$ cat src/rtl/lta_pkg.sv
// Shared types and constants for the LoRa airtime calculator.
package lta_pkg;

  localparam logic [3:0]  SF_MIN         = 4'd7;
  localparam logic [3:0]  SF_MAX         = 4'd12;
  localparam logic [2:0]  CR_MIN         = 3'd1;
  localparam logic [2:0]  CR_MAX         = 3'd4;
  localparam logic [1:0]  BW_MAX         = 2'd2;
  localparam logic [15:0] PREAMBLE_RESET = 16'd8;
  localparam int unsigned RECIP_SHIFT    = 18;

  // Symbol count and airtime shift handed from the divider pipe to the airtime stages.
  typedef struct packed {
    logic [9:0] symbols;
    logic [3:0] shift;
  } lta_sym_t;

  // ceil(2^RECIP_SHIFT / d); exact quotients for dividends up to 525.
  function automatic logic [15:0] lta_recip(input logic [3:0] d);
    logic [15:0] r;
    case (d)
      4'd5:    r = 16'd52429;
      4'd6:    r = 16'd43691;
      4'd7:    r = 16'd37450;
      4'd8:    r = 16'd32768;
      4'd9:    r = 16'd29128;
      4'd10:   r = 16'd26215;
      4'd11:   r = 16'd23832;
      4'd12:   r = 16'd21846;
      default: r = 16'd0;
    endcase
    return r;
  endfunction

endpackage

$ cat src/rtl/lta_sym.sv
// Three-stage pipe computing the payload symbol count and the airtime shift.
module lta_sym import lta_pkg::*; (
  input  logic       clk_i,
  input  logic       rst_ni,
  input  logic       valid_i,
  input  logic [3:0] spreading_factor_i,
  input  logic [7:0] payload_length_i,
  input  logic [2:0] coding_rate_i,
  input  logic [1:0] bandwidth_code_i,
  input  logic       implicit_header_i,
  input  logic       low_rate_optimize_i,
  output logic       valid_o,
  output lta_sym_t   sym_o
);

  // stage 1: clamp, numerator, reduced dividend, reciprocal lookup
  logic [3:0]  sf_c;
  logic [2:0]  cr_c;
  logic [1:0]  bw_c;
  logic [12:0] num;
  logic [3:0]  dv;
  logic [12:0] x;
  logic        pos;

  logic        v1_q;
  logic [9:0]  n1_q;
  logic [15:0] r1_q;
  logic [2:0]  cr1_q;
  logic        pos1_q;
  logic [3:0]  sh1_q;

  always_comb begin
    sf_c = (spreading_factor_i < SF_MIN) ? SF_MIN :
           (spreading_factor_i > SF_MAX) ? SF_MAX : spreading_factor_i;
    cr_c = (coding_rate_i < CR_MIN) ? CR_MIN :
           (coding_rate_i > CR_MAX) ? CR_MAX : coding_rate_i;
    bw_c = (bandwidth_code_i > BW_MAX) ? BW_MAX : bandwidth_code_i;
    num  = {2'b00, payload_length_i, 3'b000} + 13'd44 - {7'b0, sf_c, 2'b00}
         - (implicit_header_i ? 13'd20 : 13'd0);
    pos  = !num[12] && (num != 13'd0);
    dv   = sf_c - {2'b00, low_rate_optimize_i, 1'b0};
    // ceil(num / 4d) == floor(floor((num + 4d - 1) / 4) / d)
    x    = num + {7'b0, dv, 2'b00} - 13'd1;
  end

  always_ff @(posedge clk_i or negedge rst_ni) begin
    if (!rst_ni) begin
      v1_q <= 1'b0;
    end else begin
      v1_q <= valid_i;
    end
  end

  always_ff @(posedge clk_i) begin
    n1_q   <= x[11:2];
    r1_q   <= lta_recip(dv);
    cr1_q  <= cr_c;
    pos1_q <= pos;
    sh1_q  <= sf_c + 4'd1 - {2'b00, bw_c};
  end

  // stage 2: reciprocal multiply
  logic [25:0] prod;
  logic        v2_q;
  logic [7:0]  q2_q;
  logic [2:0]  cr2_q;
  logic        pos2_q;
  logic [3:0]  sh2_q;

  assign prod = n1_q * r1_q;

  always_ff @(posedge clk_i or negedge rst_ni) begin
    if (!rst_ni) begin
      v2_q <= 1'b0;
    end else begin
      v2_q <= v1_q;
    end
  end

  always_ff @(posedge clk_i) begin
    q2_q   <= prod[25:RECIP_SHIFT];
    cr2_q  <= cr1_q;
    pos2_q <= pos1_q;
    sh2_q  <= sh1_q;
  end

  // stage 3: scale by CR+4, add the fixed eight
  logic [11:0] blk;
  logic        v3_q;
  lta_sym_t    sym3_q;

  assign blk = q2_q * ({1'b0, cr2_q} + 4'd4);

  always_ff @(posedge clk_i or negedge rst_ni) begin
    if (!rst_ni) begin
      v3_q <= 1'b0;
    end else begin
      v3_q <= v2_q;
    end
  end

  always_ff @(posedge clk_i) begin
    sym3_q.symbols <= 10'd8 + (pos2_q ? blk[9:0] : 10'd0);
    sym3_q.shift   <= sh2_q;
  end

  assign valid_o = v3_q;
  assign sym_o   = sym3_q;

endmodule

$ cat src/rtl/lora_time_on_air_top.sv
// Top level of the LoRa packet airtime calculator.
//
// Usage: drive the packet description on the input ports and pulse start;
// a beat is taken at every edge with start high and busy low. busy is
// always low, so a new packet may enter every cycle and throughput is one
// packet per clock.
// The result appears on payload_symbols_o and airtime_us_o for exactly one
// cycle, marked by done_o; results leave in input order. The five register
// stages are: clamp and reciprocal lookup, reciprocal multiply, coding-rate
// scale, preamble sum, final shift.
// The receiver cannot stall; it must take every done_o beat.
// preamble_length is written through cfg_valid_i/cfg_ready_o/cfg_data_i;
// the user must do so only while no packet is in flight, which the block
// does not enforce: cfg_ready_o is always high.
// Reset clears all pipeline valid bits (no done_o afterwards until a new
// start) and sets the preamble length to 8.
module lora_time_on_air_top import lta_pkg::*; (
  input  logic        clk_i,
  input  logic        rst_ni,
  input  logic        start,
  output logic        busy,
  input  logic [3:0]  spreading_factor_i,
  input  logic [7:0]  payload_length_i,
  input  logic [2:0]  coding_rate_i,
  input  logic [1:0]  bandwidth_code_i,
  input  logic        implicit_header_i,
  input  logic        low_rate_optimize_i,
  input  logic        cfg_valid_i,
  output logic        cfg_ready_o,
  input  logic [15:0] cfg_data_i,
  output logic        done_o,
  output logic [9:0]  payload_symbols_o,
  output logic [31:0] airtime_us_o
);

  logic [15:0] preamble_q;
  logic        s3_valid;
  lta_sym_t    s3_sym;

  assign busy        = 1'b0;
  assign cfg_ready_o = 1'b1;

  always_ff @(posedge clk_i or negedge rst_ni) begin
    if (!rst_ni) begin
      preamble_q <= PREAMBLE_RESET;
    end else if (cfg_valid_i && cfg_ready_o) begin
      preamble_q <= cfg_data_i;
    end
  end

  lta_sym u_sym (
    .clk_i              (clk_i),
    .rst_ni             (rst_ni),
    .valid_i            (start && !busy),
    .spreading_factor_i (spreading_factor_i),
    .payload_length_i   (payload_length_i),
    .coding_rate_i      (coding_rate_i),
    .bandwidth_code_i   (bandwidth_code_i),
    .implicit_header_i  (implicit_header_i),
    .low_rate_optimize_i(low_rate_optimize_i),
    .valid_o            (s3_valid),
    .sym_o              (s3_sym)
  );

  // stage 4: quarter-symbol count of the whole packet
  logic [16:0] sum;
  logic        v4_q;
  logic [18:0] quarters4_q;
  lta_sym_t    sym4_q;

  assign sum = {1'b0, preamble_q} + {7'b0, s3_sym.symbols};

  always_ff @(posedge clk_i or negedge rst_ni) begin
    if (!rst_ni) begin
      v4_q <= 1'b0;
    end else begin
      v4_q <= s3_valid;
    end
  end

  always_ff @(posedge clk_i) begin
    quarters4_q <= {sum, 2'b00} + 19'd17;
    sym4_q      <= s3_sym;
  end

  // stage 5: scale by 2^(SF+1-BW) into microseconds
  logic [31:0] airtime;
  logic        done_q;
  logic [9:0]  symbols_q;
  logic [31:0] airtime_q;

  assign airtime = {13'b0, quarters4_q} << sym4_q.shift;

  always_ff @(posedge clk_i or negedge rst_ni) begin
    if (!rst_ni) begin
      done_q <= 1'b0;
    end else begin
      done_q <= v4_q;
    end
  end

  always_ff @(posedge clk_i) begin
    symbols_q <= sym4_q.symbols;
    airtime_q <= airtime;
  end

  assign done_o            = done_q;
  assign payload_symbols_o = symbols_q;
  assign airtime_us_o      = airtime_q;

  a_done_follows_s4: assert property (@(posedge clk_i) disable iff (!rst_ni)
    done_o == $past(v4_q))
    else $error("done strobe does not follow stage-4 valid");

  a_symbols_range: assert property (@(posedge clk_i) disable iff (!rst_ni)
    done_o |-> (payload_symbols_o >= 10'd8 && payload_symbols_o <= 10'd832))
    else $error("payload symbol count out of range");

  a_airtime_aligned: assert property (@(posedge clk_i) disable iff (!rst_ni)
    done_o |-> (airtime_us_o[5:0] == 6'd0))
    else $error("airtime not a multiple of the minimum symbol quarter");

endmodule

$ cat config.mk
export PLATFORM = sky130hd
export DESIGN_NAME = lora_time_on_air_top
export DESIGN_NICKNAME = d
export VERILOG_FILES = /design/src/rtl/lta_pkg.sv /design/src/rtl/lta_sym.sv /design/src/rtl/lora_time_on_air_top.sv
export SDC_FILE = /design/constraint.sdc
export NUM_CORES = 1
export LEC_CHECK = 0
export BUFFER_PORTS_ARGS = -buffer_cell sky130_fd_sc_hd__buf_2
export CAP_MARGIN = 20
export CORE_ASPECT_RATIO = 1.4
export CORE_UTILIZATION = 40
export DETAILED_ROUTE_END_ITERATION = 10
export PLACE_DENSITY = 0.53
export SYNTH_ARGS = -nofsm -noshare
export SYNTH_HDL_FRONTEND = slang
export SYNTH_SLANG_ARGS = --single-unit
$ cat constraint.sdc
create_clock -name clk_i -period 14.4 [get_ports clk_i]
set_clock_uncertainty 0.1 [all_clocks]
set_input_delay 1.44 -clock clk_i [delete_from_list [all_inputs] [get_ports clk_i]]
set_output_delay 1.44 -clock clk_i [all_outputs]
set_load 0.01 [all_outputs]
==> results list <==
- The flow ran to the end, and the final reports show no timing, DRC or antenna violations.
* Layout-stage area growth over the synthesis result: 10.7%
* Number of global-route vias before repair: 8950
- Maximum fanout along the worst path: 16
- Together, buffers and inverters on the worst path number 3.
* Crit path kind: register to register
* Endpoint required time on the critical path: 14.68 ns
- The worst setup path is captured at a register.
* Final Hold Fails: 0
- 84 I/O pins were placed.
* Number of clock buffers inserted by TritonCTS: 17
- The worst register-to-register path ends at u_sym.q2_q[6]$_DFF_P_.
- After synthesis the cells add up to 12000 um^2.
* Flops & latches, synth: 158
- Setup repair after global routing left no endpoint under its margin.
- Number of buffers on the longest clock path: 2
- Slew at the pin closest to its max-slew limit: 0.894 ns
- The worst register-to-register path begins at u_sym.n1_q[9]$_DFF_P_.
- After detailed routing, the number of vias per cell comes to 4.92.
- Counting the fill cells in the layout gives 2859.
- In this run, synthesis inferred 0 flip-flops with an integrated enable.
- After detailed routing, the number of remaining DRC violations is 0.
- The later pin in the worst-skew pair is clocked with a latency of 0.45 ns.
- H-Tree Depth: 4
* FF-to-FF path depth: 18
- Slowest cell on the critical path: sky130_fd_sc_hd__dfxtp_1
- Synthesis produced a netlist with a net count of 1544.
* Achievable Freq: 173 MHz
- CTS saw 158 sinks.
* Slack of the worst reg-to-reg path: 8.63 ns
* CTS resizes: 0
* Final global-route overflow total: 0
- On the critical path the largest part of the delay comes from adder cells.
- On the worst path, the slowest cell contributes a delay of 0.73 ns.
* Number of input and output port buffers inserted: 81
- The netlist uses 69 different library cells.
* Area of the die: 30800 um^2
- Total setup violations reported at the end of the flow: 0
- Layout net count: 1591
- Traced cell by cell, the critical path runs through nand2_1, fa_1, fa_1, inv_1, fa_1, fa_1, inv_1, fa_1, inv_1, ha_1, nand2_1, o21ai_0, a211oi_1, o21ai_1, a41oi_1, nand2b_1, a21oi_1, xnor2_1.
* Max_slew headroom: 39.9%
- TritonCTS clock tree: yes
- Initial antenna violation count: 0
- The core region is 29400 um^2.
* Critical Path Start Type: register
- At the end of the flow the core is filled with cells to 45.4%.
* Initial DRC Count: 233
* Start point of the critical path: u_sym.n1_q[9]$_DFF_P_
- In this run the worst setup path terminates at u_sym.q2_q[6]$_DFF_P_.
- After detailed routing, the average wire length per cell comes to 15.4 um.
- Dominant synthesized flop cell: sky130_fd_sc_hd__dfxtp_1
- Number of warnings printed during yosys synthesis: 0
- For this block, the via count after detailed routing is 8398.
- Cell seen most often among critical-path stages: sky130_fd_sc_hd__fa_1
- Setup fix buffers added after clock tree synthesis: 0
* Detailed Place HPWL: 20.7 mm
- Post-CTS Hold Buffers: 0
* Final period utilization: 40.1%
- Time the final worst path needs with I/O delays and setup: 5.77 ns
- In this run the number of cells on the critical path is 18.
* Count of antenna-violating nets left after detailed routing: 0
- The initialized floorplan defines 74 standard-cell rows.
- The first global-routing pass estimated 43.8 mm of wire.
* Chip Width: 149 um
* Detailed Routing Iterations Pass 1: 4
- From bottom edge to top edge, the die measures 207 um.
- Largest net degree at the start of global routing: 37
- Sequential share of the synthesized area: 27.2%
- After clock tree synthesis, the clock-pin slew on the worst setup and hold paths is 0.07 ns.
- Synthesis produced 1266 cells.
- Total Wirelength: 26.2 mm
- Averaged over all synthesized cells, the footprint is 9.51 um^2.
- Across the VDD grid, the largest voltage drop is 0.102 mV.
* TNS Setup: 0 ns
- For this configuration, the core starts out at a cell density of 41.0%.
* Async set or reset register ratio after synthesis: 13.3%
- At the worst endpoint, the arrival time is 6.05 ns.
- Across the run, the number of max-cap violations was 0.
- # diodes: 0
* Final Max Tran Viols: 0
- Total Routing Usage GR: 18.3%
* Master cell of the clock root buffer: sky130_fd_sc_hd__clkbuf_16
- The post-route netlist has 11.9% of its cells at a drive strength greater than 1.
- For this design the ratio of total power to cell area is 227 nW/um^2.
- The worst hold path belongs to the class register to register.
- Routability cong.: 0.828
* Leakage power: 6.61 nW
==> final cells by class <==
type                            instances  area (um^2)  area share (%)
Multi-Input combinational cell        879         7900            59.3
Sequential cell                       158         3270            24.5
Inverter                              172          646            4.84
Tap cell                              380          475            3.57
Timing Repair Buffer                   85          435            3.27
Clock buffer                           18          429            3.22
Clock inverter                         14          170            1.28
==> layout by cell type (no fill, tap or decap), drive strengths merged, types with 18 or more instances in the layout <==
cell type	count
inv	181
nand2	138
dfxtp	137
ha	120
fa	119
and2	98
buf	85
o21ai	50
nor2	44
xnor2	39
mux2i	38
a21oi	35
xor2	26
mux2	26
dfrtp	20
nand3	18
clkbuf	18
==> sequential cells by signal (all words and copies together), names as in the netlist <==
name	flops
u_sym.sh1_q	4
u_sym.sym_o	14
u_sym.cr2_q	3
u_sym.v2_q	1
u_sym.r1_q	16
u_sym.pos2_q	1
sym4_q	14
airtime_us_o	32
u_sym.q2_q	8
u_sym.v1_q	1
u_sym.pos1_q	1
u_sym.valid_o	1
u_sym.cr1_q	3
u_sym.n1_q	10
u_sym.sh2_q	4
done_o	1
preamble_q	16
v4_q	1
quarters4_q	17
payload_symbols_o	10
==> power breakdown <==
group / internal, W / switching, W
sequential: 0.000586 / 0.000140
clock: 0.000262 / 0.000199
combinational: 0.000799 / 0.00104
total: 0.00165 / 0.00138
==> worst min-delay path by stage <==
stage | startpoint | end | slack [ns] | cells past startpoint
6_report | u_sym.sym_o[0]$_DFF_P_ | sym4_q[0]$_DFF_P_ | 0.22 | 0
5_1_grt | u_sym.sym_o[0]$_DFF_P_ | sym4_q[0]$_DFF_P_ | 0.22 | 0
4_1_cts | u_sym.sym_o[0]$_DFF_P_ | sym4_q[0]$_DFF_P_ | 0.22 | 0
3_5_place_dp | u_sym.cr1_q[1]$_SDFF_PP0_ | u_sym.cr2_q[1]$_DFF_P_ | 0.21 | 0
3_3_place_gp | u_sym.sym_o[0]$_DFF_P_ | sym4_q[0]$_DFF_P_ | 0.21 | 0
2_1_floorplan | sym4_q[4]$_DFF_P_ | payload_symbols_o[0]$_DFF_P_ | 0.21 | 0
==> worst register-to-register path: stages (launching register included) <==
cell	delay, ns
sky130_fd_sc_hd__dfxtp_1	0.73
sky130_fd_sc_hd__nand2_1	0.18
sky130_fd_sc_hd__fa_1	0.56
sky130_fd_sc_hd__fa_1	0.55
sky130_fd_sc_hd__inv_1	0.06
sky130_fd_sc_hd__fa_1	0.52
sky130_fd_sc_hd__fa_1	0.56
sky130_fd_sc_hd__inv_1	0.06
sky130_fd_sc_hd__fa_1	0.53
sky130_fd_sc_hd__inv_1	0.04
sky130_fd_sc_hd__ha_1	0.32
sky130_fd_sc_hd__nand2_1	0.09
sky130_fd_sc_hd__o21ai_0	0.11
sky130_fd_sc_hd__a211oi_1	0.31
sky130_fd_sc_hd__o21ai_1	0.19
sky130_fd_sc_hd__a41oi_1	0.35
sky130_fd_sc_hd__nand2b_1	0.13
sky130_fd_sc_hd__a21oi_1	0.19
sky130_fd_sc_hd__xnor2_1	0.13
==> kinds of logic (layout without fill, tap and decap cells) <==
logic type,after synthesis,count (layout),share of synthesized area (%)
multiplexers,65,65,5.78
XOR/XNOR,65,65,4.73
adder cells (fa/ha/maj),239,239,32.3
AO/OA/AOI/OAI,146,146,7.68
buffers and inverters,229,289,7.21
AND/OR/NAND/NOR,362,362,15.1
flip-flops,158,158,27.2
other,2,2,0.0624
==> metrics by stage <==
stage	instances	power, W	worst slack [ns]	area (um^2)	hold WS [ns]
finish	1706	0.00303	8.63	13300	0.220
global route	1706	0.00342	8.22	13300	0.221
CTS	1706	0.00308	8.62	13300	0.221
detailed placement	1674	0.00260	8.40	12700	0.212
global placement	1674	0.00259	8.50	12700	0.210
floorplan	1266	0.00213	9.16	12000	0.210
==> synthesized netlist by cell type, types with 5 or more instances <==
master | count | area (um^2)
sky130_fd_sc_hd__nand4_1 | 6 | 37.5
sky130_fd_sc_hd__dfrtp_1 | 20 | 500
sky130_fd_sc_hd__ha_1 | 120 | 1500
sky130_fd_sc_hd__mux2i_1 | 38 | 380
sky130_fd_sc_hd__inv_1 | 171 | 642
sky130_fd_sc_hd__xnor2_1 | 39 | 342
sky130_fd_sc_hd__mux2_2 | 26 | 293
sky130_fd_sc_hd__fa_1 | 119 | 2380
sky130_fd_sc_hd__nor4_1 | 6 | 37.5
sky130_fd_sc_hd__xor2_1 | 26 | 228
sky130_fd_sc_hd__nor3_1 | 12 | 60.1
sky130_fd_sc_hd__dfxtp_1 | 137 | 2740
sky130_fd_sc_hd__a21oi_1 | 35 | 175
sky130_fd_sc_hd__o21ai_0 | 46 | 230
sky130_fd_sc_hd__nand2_1 | 138 | 518
sky130_fd_sc_hd__a21boi_0 | 5 | 37.5
sky130_fd_sc_hd__o22ai_1 | 6 | 37.5
sky130_fd_sc_hd__clkbuf_1 | 50 | 188
sky130_fd_sc_hd__nor2_1 | 43 | 161
sky130_fd_sc_hd__nor2b_1 | 12 | 75.1
sky130_fd_sc_hd__a21o_1 | 11 | 82.6
sky130_fd_sc_hd__nand2b_1 | 9 | 56.3
sky130_fd_sc_hd__nand3_1 | 18 | 90.1
sky130_fd_sc_hd__o21a_1 | 5 | 37.5
sky130_fd_sc_hd__and2_1 | 98 | 613
==> metal layers <==
metal | vias to the layer above | GRT usage, % | part of all wire (%)
li1 | 4149 | - | -
met1 | 4113 | 19.2 | 40
met2 | 111 | 36.2 | 56
met3 | 25 | 2.75 | 2.3
met4 | 0 | 5.79 | 1.8
met5 | - | 0 | 0
Power figures use the tool's default switching activity.
